## config.mk

```make
export PLATFORM = sky130hd
export DESIGN_NAME = sliding_window_rate_limiter
export DESIGN_NICKNAME = d
export VERILOG_FILES = /design/src/rtl/core/swrl_pkg.sv /design/src/rtl/core/swrl_ram.sv /design/src/rtl/core/swrl_ctrl.sv /design/src/rtl/core/swrl_datapath.sv /design/src/rtl/core/sliding_window_rate_limiter.sv
export SDC_FILE = /design/constraint.sdc
export NUM_CORES = 1
export LEC_CHECK = 0
export BUFFER_PORTS_ARGS = -buffer_cell sky130_fd_sc_hd__buf_4
export CORE_MARGIN = 2
export CORE_UTILIZATION = 57
export CTS_BUF_LIST = sky130_fd_sc_hd__clkbuf_16
export CTS_CLUSTER_SIZE = 24
export DETAILED_ROUTE_END_ITERATION = 12
export PLACE_DENSITY = 0.76
export SYNTH_ARGS = -nofsm -noshare
export SYNTH_HDL_FRONTEND = slang
export SYNTH_HIERARCHICAL = 1
export SYNTH_SLANG_ARGS = --single-unit
```

## constraint.sdc

```tcl
create_clock -name clk -period 7.3 [get_ports clk]
set_clock_uncertainty 0.15 [all_clocks]
set_input_delay 1.095 -clock clk [delete_from_list [all_inputs] [get_ports clk]]
set_output_delay 1.095 -clock clk [all_outputs]
set_load 0.02 [all_outputs]
```

## src/rtl/core/swrl_pkg.sv

```systemverilog
// swrl_pkg: shared constants, types and controller codes for the rate limiter
// used by swrl_ctrl, swrl_datapath and sliding_window_rate_limiter
package swrl_pkg;

	localparam int RING_DEPTH_DEF = 16;
	localparam int TIME_WIDTH_DEF = 48;

	localparam int LIMIT_W    = 4;
	localparam int WINDOW_W   = 16;
	localparam int MARGIN_W   = 8;
	localparam int WAIT_W     = 17;
	localparam int CFG_IDX_W  = 2;
	localparam int CFG_DATA_W = 16;

	localparam logic [LIMIT_W-1:0]  LIMIT_RST  = 4'd10;
	localparam logic [WINDOW_W-1:0] WINDOW_RST = 16'd1000;
	localparam logic [MARGIN_W-1:0] MARGIN_RST = 8'd10;
	localparam logic [WAIT_W-1:0]   WAIT_MAX   = 17'd65790;

	localparam logic [CFG_IDX_W-1:0] CFG_REQUEST_LIMIT = 2'd0;
	localparam logic [CFG_IDX_W-1:0] CFG_WINDOW_MS     = 2'd1;
	localparam logic [CFG_IDX_W-1:0] CFG_MARGIN_MS     = 2'd2;

	typedef enum logic [2:0] {
		ST_IDLE,
		ST_FETCH,
		ST_EXAM,
		ST_DECIDE,
		ST_PUSH
	} swrl_state_t;

	typedef struct packed {
		logic latch_now;
		logic rd_en;
		logic rd_next;
		logic capture;
		logic pop;
		logic calc;
		logic push;
	} swrl_cmd_t;

	typedef struct packed {
		logic expired;
		logic count_zero;
		logic last_entry;
		logic out_free;
	} swrl_status_t;

endpackage

```

## src/rtl/core/swrl_ram.sv

```systemverilog
// swrl_ram: generic single-write, single-read ram with registered read data
// no dependencies
module swrl_ram #(
	parameter int WIDTH = 48,
	parameter int DEPTH = 16,
	localparam int ADDR_W = (DEPTH > 1) ? $clog2(DEPTH) : 1
) (
	input  logic              clk,
	input  logic              wr_en,
	input  logic [ADDR_W-1:0] wr_addr,
	input  logic [WIDTH-1:0]  wr_data,
	input  logic              rd_en,
	input  logic [ADDR_W-1:0] rd_addr,
	output logic [WIDTH-1:0]  rd_data
);

	logic [WIDTH-1:0] mem_q [DEPTH];
	logic [WIDTH-1:0] rd_data_q;

	always_ff @(posedge clk) begin
		if (wr_en) begin
			mem_q[wr_addr] <= wr_data;
		end
		if (rd_en) begin
			rd_data_q <= mem_q[rd_addr];
		end
	end

	assign rd_data = rd_data_q;

endmodule

```

## src/rtl/core/swrl_ctrl.sv

```systemverilog
// swrl_ctrl: sequencing state machine for the rate limiter
// depends on swrl_pkg for state codes and command/status structs
module swrl_ctrl (
	input  logic                   clk,
	input  logic                   arst_n,
	input  logic                   in_valid,
	output logic                   in_ready,
	input  swrl_pkg::swrl_status_t status,
	output swrl_pkg::swrl_cmd_t    cmd
);

	import swrl_pkg::*;

	swrl_state_t state_q;
	swrl_state_t state_next;

	always_ff @(posedge clk or negedge arst_n) begin
		if (!arst_n) begin
			state_q <= ST_IDLE;
		end else begin
			state_q <= state_next;
		end
	end

	always_comb begin
		state_next = state_q;
		unique case (state_q)
			ST_IDLE: begin
				if (in_valid) begin
					state_next = status.count_zero ? ST_DECIDE : ST_FETCH;
				end
			end
			ST_FETCH: begin
				state_next = ST_EXAM;
			end
			ST_EXAM: begin
				if (!status.expired || status.last_entry) begin
					state_next = ST_DECIDE;
				end
			end
			ST_DECIDE: begin
				if (status.out_free) begin
					state_next = ST_PUSH;
				end
			end
			ST_PUSH: begin
				state_next = ST_IDLE;
			end
			default: begin
				state_next = ST_IDLE;
			end
		endcase
	end

	always_comb begin
		cmd      = '0;
		in_ready = 1'b0;
		unique case (state_q)
			ST_IDLE: begin
				in_ready      = 1'b1;
				cmd.latch_now = in_valid;
			end
			ST_FETCH: begin
				cmd.rd_en = 1'b1;
			end
			ST_EXAM: begin
				cmd.capture = 1'b1;
				cmd.pop     = status.expired;
				cmd.rd_en   = status.expired;
				cmd.rd_next = 1'b1;
			end
			ST_DECIDE: begin
				cmd.calc = 1'b1;
			end
			ST_PUSH: begin
				cmd.push = 1'b1;
			end
			default: begin
				cmd = '0;
			end
		endcase
	end

endmodule

```

## src/rtl/core/swrl_datapath.sv

```systemverilog
// swrl_datapath: config registers, stamp ring, pointers, wait arithmetic and output word
// depends on swrl_pkg and swrl_ram
module swrl_datapath #(
	parameter int RING_DEPTH = swrl_pkg::RING_DEPTH_DEF,
	parameter int TIME_WIDTH = swrl_pkg::TIME_WIDTH_DEF,
	localparam int PTR_W = (RING_DEPTH > 1) ? $clog2(RING_DEPTH) : 1,
	localparam int CNT_W = $clog2(RING_DEPTH + 1)
) (
	input  logic                              clk,
	input  logic                              arst_n,
	input  logic                              cfg_write_en,
	input  logic [swrl_pkg::CFG_IDX_W-1:0]    cfg_index,
	input  logic [swrl_pkg::CFG_DATA_W-1:0]   cfg_data,
	input  logic [TIME_WIDTH-1:0]             now_ms,
	input  swrl_pkg::swrl_cmd_t               cmd,
	output swrl_pkg::swrl_status_t            status,
	input  logic                              out_ready,
	output logic                              out_valid,
	output logic [swrl_pkg::WAIT_W-1:0]       wait_ms,
	output logic                              overflow,
	output logic [CNT_W-1:0]                  fill_level
);

	import swrl_pkg::*;

	localparam int SUM_W = CNT_W + 1;
	localparam int AHX_W = TIME_WIDTH + WAIT_W;

	logic [LIMIT_W-1:0]    limit_q;
	logic [WINDOW_W-1:0]   window_q;
	logic [MARGIN_W-1:0]   margin_q;
	logic [TIME_WIDTH-1:0] now_q;
	logic [PTR_W-1:0]      oldest_q;
	logic [CNT_W-1:0]      count_q;
	logic                  not_ahead_q;
	logic [WINDOW_W-1:0]   elapsed_q;
	logic                  ahead_hi_q;
	logic [WAIT_W-1:0]     ahead_lo_q;
	logic [WAIT_W-1:0]     wait_q;
	logic                  out_valid_q;
	logic [WAIT_W-1:0]     wait_ms_q;
	logic                  overflow_q;
	logic [CNT_W-1:0]      fill_q;

	logic [TIME_WIDTH-1:0] stamp;
	logic [PTR_W-1:0]      oldest_nxt;
	logic [PTR_W-1:0]      rd_addr;
	logic [PTR_W-1:0]      push_slot;
	logic [SUM_W-1:0]      slot_sum;
	logic [SUM_W-1:0]      slot_fix;
	logic                  ring_full;
	logic                  now_ge;
	logic [TIME_WIDTH-1:0] elapsed;
	logic [TIME_WIDTH-1:0] ahead;
	logic [AHX_W-1:0]      ahead_x;
	logic                  wait_due;
	logic [WAIT_W-1:0]     base;
	logic [WAIT_W-1:0]     room;
	logic [WAIT_W:0]       ahead_sum;
	logic [WAIT_W-1:0]     wait_next;

	swrl_ram #(
		.WIDTH(TIME_WIDTH),
		.DEPTH(RING_DEPTH)
	) u_ring (
		.clk    (clk),
		.wr_en  (cmd.push),
		.wr_addr(push_slot),
		.wr_data(now_q),
		.rd_en  (cmd.rd_en),
		.rd_addr(rd_addr),
		.rd_data(stamp)
	);

	// ring pointers
	always_comb begin
		oldest_nxt = (oldest_q == PTR_W'(RING_DEPTH - 1)) ? '0 : oldest_q + PTR_W'(1);
		rd_addr    = cmd.rd_next ? oldest_nxt : oldest_q;
		ring_full  = (count_q == CNT_W'(RING_DEPTH));
		slot_sum   = SUM_W'(oldest_q) + SUM_W'(count_q);
		slot_fix   = (slot_sum >= SUM_W'(RING_DEPTH)) ? slot_sum - SUM_W'(RING_DEPTH) : slot_sum;
		push_slot  = ring_full ? oldest_q : slot_fix[PTR_W-1:0];
	end

	// expiry test on the oldest stamp
	always_comb begin
		now_ge  = (now_q >= stamp);
		elapsed = now_q - stamp;
		ahead   = stamp - now_q;
		ahead_x = AHX_W'(ahead);
	end

	assign status.expired    = now_ge && (elapsed > TIME_WIDTH'(window_q));
	assign status.count_zero = (count_q == '0);
	assign status.last_entry = (count_q == CNT_W'(1));
	assign status.out_free   = !out_valid_q || out_ready;

	// wait arithmetic
	always_comb begin
		wait_due  = !status.count_zero &&
			({{LIMIT_W{1'b0}}, count_q} >= {{CNT_W{1'b0}}, limit_q});
		base      = WAIT_W'(window_q) + WAIT_W'(margin_q);
		room      = base - WAIT_W'(elapsed_q);
		ahead_sum = {1'b0, base} + {1'b0, ahead_lo_q};
		if (!wait_due) begin
			wait_next = '0;
		end else if (not_ahead_q) begin
			wait_next = room;
		end else if (ahead_hi_q || (ahead_sum > {1'b0, WAIT_MAX})) begin
			wait_next = WAIT_MAX;
		end else begin
			wait_next = ahead_sum[WAIT_W-1:0];
		end
	end

	always_ff @(posedge clk or negedge arst_n) begin
		if (!arst_n) begin
			limit_q  <= LIMIT_RST;
			window_q <= WINDOW_RST;
			margin_q <= MARGIN_RST;
		end else if (cfg_write_en) begin
			unique case (cfg_index)
				CFG_REQUEST_LIMIT: limit_q  <= cfg_data[LIMIT_W-1:0];
				CFG_WINDOW_MS:     window_q <= cfg_data[WINDOW_W-1:0];
				CFG_MARGIN_MS:     margin_q <= cfg_data[MARGIN_W-1:0];
				default: begin
				end
			endcase
		end
	end

	always_ff @(posedge clk or negedge arst_n) begin
		if (!arst_n) begin
			oldest_q    <= '0;
			count_q     <= '0;
			out_valid_q <= 1'b0;
		end else begin
			if (cmd.pop) begin
				oldest_q <= oldest_nxt;
				count_q  <= count_q - CNT_W'(1);
			end else if (cmd.push) begin
				if (ring_full) begin
					oldest_q <= oldest_nxt;
				end else begin
					count_q <= count_q + CNT_W'(1);
				end
			end
			if (cmd.push) begin
				out_valid_q <= 1'b1;
			end else if (out_ready) begin
				out_valid_q <= 1'b0;
			end
		end
	end

	always_ff @(posedge clk) begin
		if (cmd.latch_now) begin
			now_q <= now_ms;
		end
		if (cmd.capture) begin
			not_ahead_q <= now_ge;
			elapsed_q   <= elapsed[WINDOW_W-1:0];
			ahead_hi_q  <= |ahead_x[AHX_W-1:WAIT_W];
			ahead_lo_q  <= ahead_x[WAIT_W-1:0];
		end
		if (cmd.calc) begin
			wait_q <= wait_next;
		end
		if (cmd.push) begin
			wait_ms_q  <= wait_q;
			overflow_q <= ring_full;
			fill_q     <= ring_full ? count_q : count_q + CNT_W'(1);
		end
	end

	assign out_valid  = out_valid_q;
	assign wait_ms    = wait_ms_q;
	assign overflow   = overflow_q;
	assign fill_level = fill_q;

endmodule

```

## src/rtl/core/sliding_window_rate_limiter.sv

```systemverilog
// sliding_window_rate_limiter: top level, controller plus datapath
// depends on swrl_pkg, swrl_ctrl and swrl_datapath
//
// each input word is one request carrying its millisecond stamp (now_ms); each
// request yields exactly one output word: wait_ms (zero means go now), overflow
// (ring was full, oldest stamp overwritten) and fill_level after recording
// both channels use valid/ready; a word moves when valid and ready are high
// on an empty ring the request goes straight from idle to the wait calculation;
// otherwise the oldest stamp is fetched and each expired stamp is popped, the scan
// stopping at the first live stamp or once the last stored stamp is examined
// the expiry scan reads one stamp per cycle from the ring ram, which sets the rate
// one request is in flight at a time; in_ready is high only while idle
// the result sits in an output register; a new request is taken while it waits,
// and that request holds before recording until the register is free
// configuration registers are written through cfg_write_en/cfg_index/cfg_data;
// the user writes them only while idle, the block does not enforce it; unknown indexes are ignored
// reset empties the ring, clears the pointers and loads limit 10, window 1000 ms
// and margin 10 ms; no clearing pass is needed
module sliding_window_rate_limiter #(
	parameter int RING_DEPTH = swrl_pkg::RING_DEPTH_DEF,
	parameter int TIME_WIDTH = swrl_pkg::TIME_WIDTH_DEF,
	localparam int CNT_W = $clog2(RING_DEPTH + 1)
) (
	input  logic                            clk,
	input  logic                            arst_n,
	input  logic                            cfg_write_en,
	input  logic [swrl_pkg::CFG_IDX_W-1:0]  cfg_index,
	input  logic [swrl_pkg::CFG_DATA_W-1:0] cfg_data,
	input  logic                            in_valid,
	output logic                            in_ready,
	input  logic [TIME_WIDTH-1:0]           now_ms,
	output logic                            out_valid,
	input  logic                            out_ready,
	output logic [swrl_pkg::WAIT_W-1:0]     wait_ms,
	output logic                            overflow,
	output logic [CNT_W-1:0]                fill_level
);

	import swrl_pkg::*;

	swrl_cmd_t    cmd;
	swrl_status_t status;

	swrl_ctrl u_ctrl (
		.clk     (clk),
		.arst_n  (arst_n),
		.in_valid(in_valid),
		.in_ready(in_ready),
		.status  (status),
		.cmd     (cmd)
	);

	swrl_datapath #(
		.RING_DEPTH(RING_DEPTH),
		.TIME_WIDTH(TIME_WIDTH)
	) u_datapath (
		.clk         (clk),
		.arst_n      (arst_n),
		.cfg_write_en(cfg_write_en),
		.cfg_index   (cfg_index),
		.cfg_data    (cfg_data),
		.now_ms      (now_ms),
		.cmd         (cmd),
		.status      (status),
		.out_ready   (out_ready),
		.out_valid   (out_valid),
		.wait_ms     (wait_ms),
		.overflow    (overflow),
		.fill_level  (fill_level)
	);

endmodule

```

==> out/results.tsv <==
stage	metric	value	unit
placed_design	place_ws	0.807	ns
critical_path	rrSetupSlack	0.72	ns
floorplanning	fp.dieArea	81100	um2
yosys	synth-seq-area-share	65.0	%
timing	fin_setup_tns	0	ns
critical_path	critPathCaptureType	register	
pwr	p_leak	17.6	nW
pwr	peakVddDrop	0.000543	V
yosys	synth-edff-count	938	
timing	hold_viol	0	
clocking	cts_buffers	97	
grt	grt_start_max_net_pins	141	
flow_run	drv_cap	0	
yosys	yosys_register_bits	979	
critical_path	crit_type	register to register	
layout	fin_cells	4173	
clocking	ctsRootBufferMaster	clkbuf_16	
clocking	postCtsSetupBuffers	0	
clocking	tritoncts	built	
grt	grt_pass1_wl	180000	um
route	first_pass_iters	6	
clocking	cts_max_level	3	
layout	fin_util	64.5	%
critical_path	r2r_cells	23	
grt	grt_pass1_vias	27800	
grt	grt_overflow	0	
run_status	outcome	finished, final reports clean	
critical_path	cp.arrival	6.97	ns
critical_path	cp.required	7.69	ns
clocking	cts_buffer_depth	3	
clocking	clock_latency	0.66	ns
yosys	ys_types	90	
timing	final-max-slew-violation-count	0	
layout	nFillCells	5268	
floorplanning	core-area	77700	um2
layout	final_nets	3294	
clocking	clkSinkCount	979	
route	drt-initial-drc-count	3585	
route	num_vias	27500	
timing	fmax	152	MHz
floorplanning	fp.dieW	285	um
critical_path	reg2reg_from	u_datapath/now_q[1]	
yosys	avgSynthCellArea	15.3	um2
clocking	ctsHoldBuffers	0	
clocking	clkTransAtPathRegs	0.06	ns
route	drcViolationCount	0	
layout	area_delta_synth_final	11.6	%
route	postRouteWirelength	121000	um
critical_path	r2r-end	u_datapath/oldest_q[1]	
yosys	async_flop_share	4.19	%
yosys	yosys_warnings	6	
placed_design	place_congestion	1.00	
grt	track_usage	30.1	%
critical_path	startpoint	u_datapath/now_q[1]	
route	via_per_inst	6.59	
placed_design	numPortBuffers	95	
timing	tightest_slew	1.13	ns
floorplanning	start_util	57.8	%
critical_path	cp-start-kind	register	
timing	fin_crit_sh	90.2	%
grt	antenna_found_initial	3	
critical_path	crit_fanout	20	
yosys	synth_area	45000	um2
floorplanning	num_io_pins	96	
layout	antenna-diode-count	0	
timing	fin_ws	0.716	ns
floorplanning	die_h	285	um
pwr	power.density	487	nW/um2
yosys	syn_inst	2937	
clocking	ctsResizeCount	0	
floorplanning	rows	102	
yosys	syn-num-nets	3177	
placed_design	dp_cells	3995	
yosys	synthFlopType	edfxtp_1	
route	wire_per_inst	29.1	um
timing	relSlewSlack	24.8	%
route	ant_nets	0	
timing	setup_viol	0	
worst_hold_path	min_path_type	primary input to async pin	
timing	rsz0062_at_grt	no	
placed_design	dp_hpwl	76100	um
layout	drive_above_1_share	18.2	%
pwr	power	24.5	mW
timing	min_period	6.58	ns
[how the worst max path moves through the flow]
stage	to	slack, ns	cells after the start
2_1_floorplan	u_datapath/u_ring/mem_q[0][0]	0.08	4
3_3_place_gp	u_datapath/oldest_q[0]	1.05	21
3_5_place_dp	u_datapath/oldest_q[1]	0.81	23
4_1_cts	u_datapath/oldest_q[1]	0.79	23
5_1_grt	u_datapath/oldest_q[1]	0.34	23
6_report	u_datapath/oldest_q[1]	0.72	23
[layout by cell type (no fill, tap or decap), types with 36 or more instances in the layout]
cell,instances
nor3_1,44
clkbuf_16,97
buf_4,142
nor2_1,108
nand2_1,177
a21oi_1,155
ha_1,163
a22oi_1,99
a21o_1,37
mux4_2,192
xnor2_1,64
nand3_1,36
edfxtp_1,938
o21ai_0,101
inv_1,205
[worst max-delay path, stage by stage (launching register included)]
cell and delay (ns):
edfxtp_1 0.76, inv_1 0.13, ha_1 0.36, nor2b_1 0.17, o31a_1 0.26, o41ai_1 0.37, buf_4 0.21, o21bai_1 0.11
a21oi_1 0.20, xnor2_1 0.22, ha_1 0.32, and3_1 0.20, and3_1 0.19, a221oi_1 0.27, o211ai_1 0.12, o21ai_0 0.14
o21ai_0 0.14, nor4_1 0.28, nand4_1 0.13, nor4_1 0.26, a31oi_1 0.35, and2_1 0.36, a21oi_1 0.36, mux2_2 0.39
[registers in the layout, indices dropped and copies added (netlist names), 3 cells and up]
name	cells
u_datapath/u_ring/mem_q	768
u_datapath/now_q	48
u_datapath/u_ring/rd_data	48
u_datapath/ahead_lo_q	17
u_datapath/wait_ms	17
u_datapath/wait_q	17
u_datapath/window_q	16
u_datapath/elapsed_q	15
u_datapath/margin_q	8
u_datapath/count_q	5
u_datapath/fill_level	5
u_datapath/limit_q	4
u_datapath/oldest_q	4
u_ctrl/state_q	3
[final cells by class]
cell class | count | area (um2) | area share [%]
sequential | 979 | 29200 | 58.2
inverter | 186 | 698 | 1.39
tap | 1040 | 1300 | 2.59
clock inverter | 81 | 741 | 1.48
timing repair buffer | 147 | 1170 | 2.32
multi-input combinational | 1643 | 14600 | 29.2
clock buffer | 97 | 2430 | 4.84
[logic make-up (layout without fill, tap and decap cells)]
family | after synthesis | count (layout) | share of synthesized area (%)
AND/OR/NAND/NOR | 551 | 551 | 5.98
XOR/XNOR | 96 | 96 | 1.87
AO/OA/AOI/OAI | 597 | 597 | 8.91
adder cells (fa/ha/maj) | 169 | 169 | 4.80
buffers and inverters | 315 | 511 | 2.92
multiplexers | 230 | 230 | 10.6
flip-flops | 979 | 979 | 65.0
[synth_stat cells (all sizes together), types with 33 or more instances]
| cell | n | area share, % |
|---|---|---|
| nor3 | 49 | 0.56 |
| nor2 | 121 | 1.0 |
| a21oi | 157 | 1.8 |
| edfxtp | 938 | 63 |
| xnor2 | 64 | 1.2 |
| mux2 | 33 | 0.83 |
| o21ai | 103 | 1.1 |
| a22oi | 99 | 1.7 |
| nand2 | 177 | 1.5 |
| mux4 | 192 | 9.6 |
| inv | 186 | 1.6 |
| a21o | 37 | 0.62 |
| buf | 65 | 0.83 |
| clkbuf | 64 | 0.53 |
| nand3 | 36 | 0.40 |
| ha | 163 | 4.5 |
[power by group]
| part | internal (mW) | switching, mW |
|---|---|---|
| clock network | 2.82 | 2.11 |
| logic | 4.53 | 7.21 |
| registers | 7.30 | 0.489 |
[routing by layer]
metal / vias up / wire length [um] / track usage (%)
li1: 11800 / - / -
met1: 14000 / 48400 / 41.8
met2: 1475 / 58900 / 49.0
met3: 257 / 10200 / 4.41
met4: 0 / 3920 / 10.8
met5: - / 0 / 0
[through the flow]
stage / hold WS [ns] / instance area (um2)
final: 0.266 / 50200
after global routing: 0.271 / 50200
after CTS: 0.267 / 50200
after detailed placement: 0.255 / 47000
after global placement: 0.251 / 47000
after floorplan: 0.250 / 45000
No activity file was read; power rests on OpenSTA's default activity.
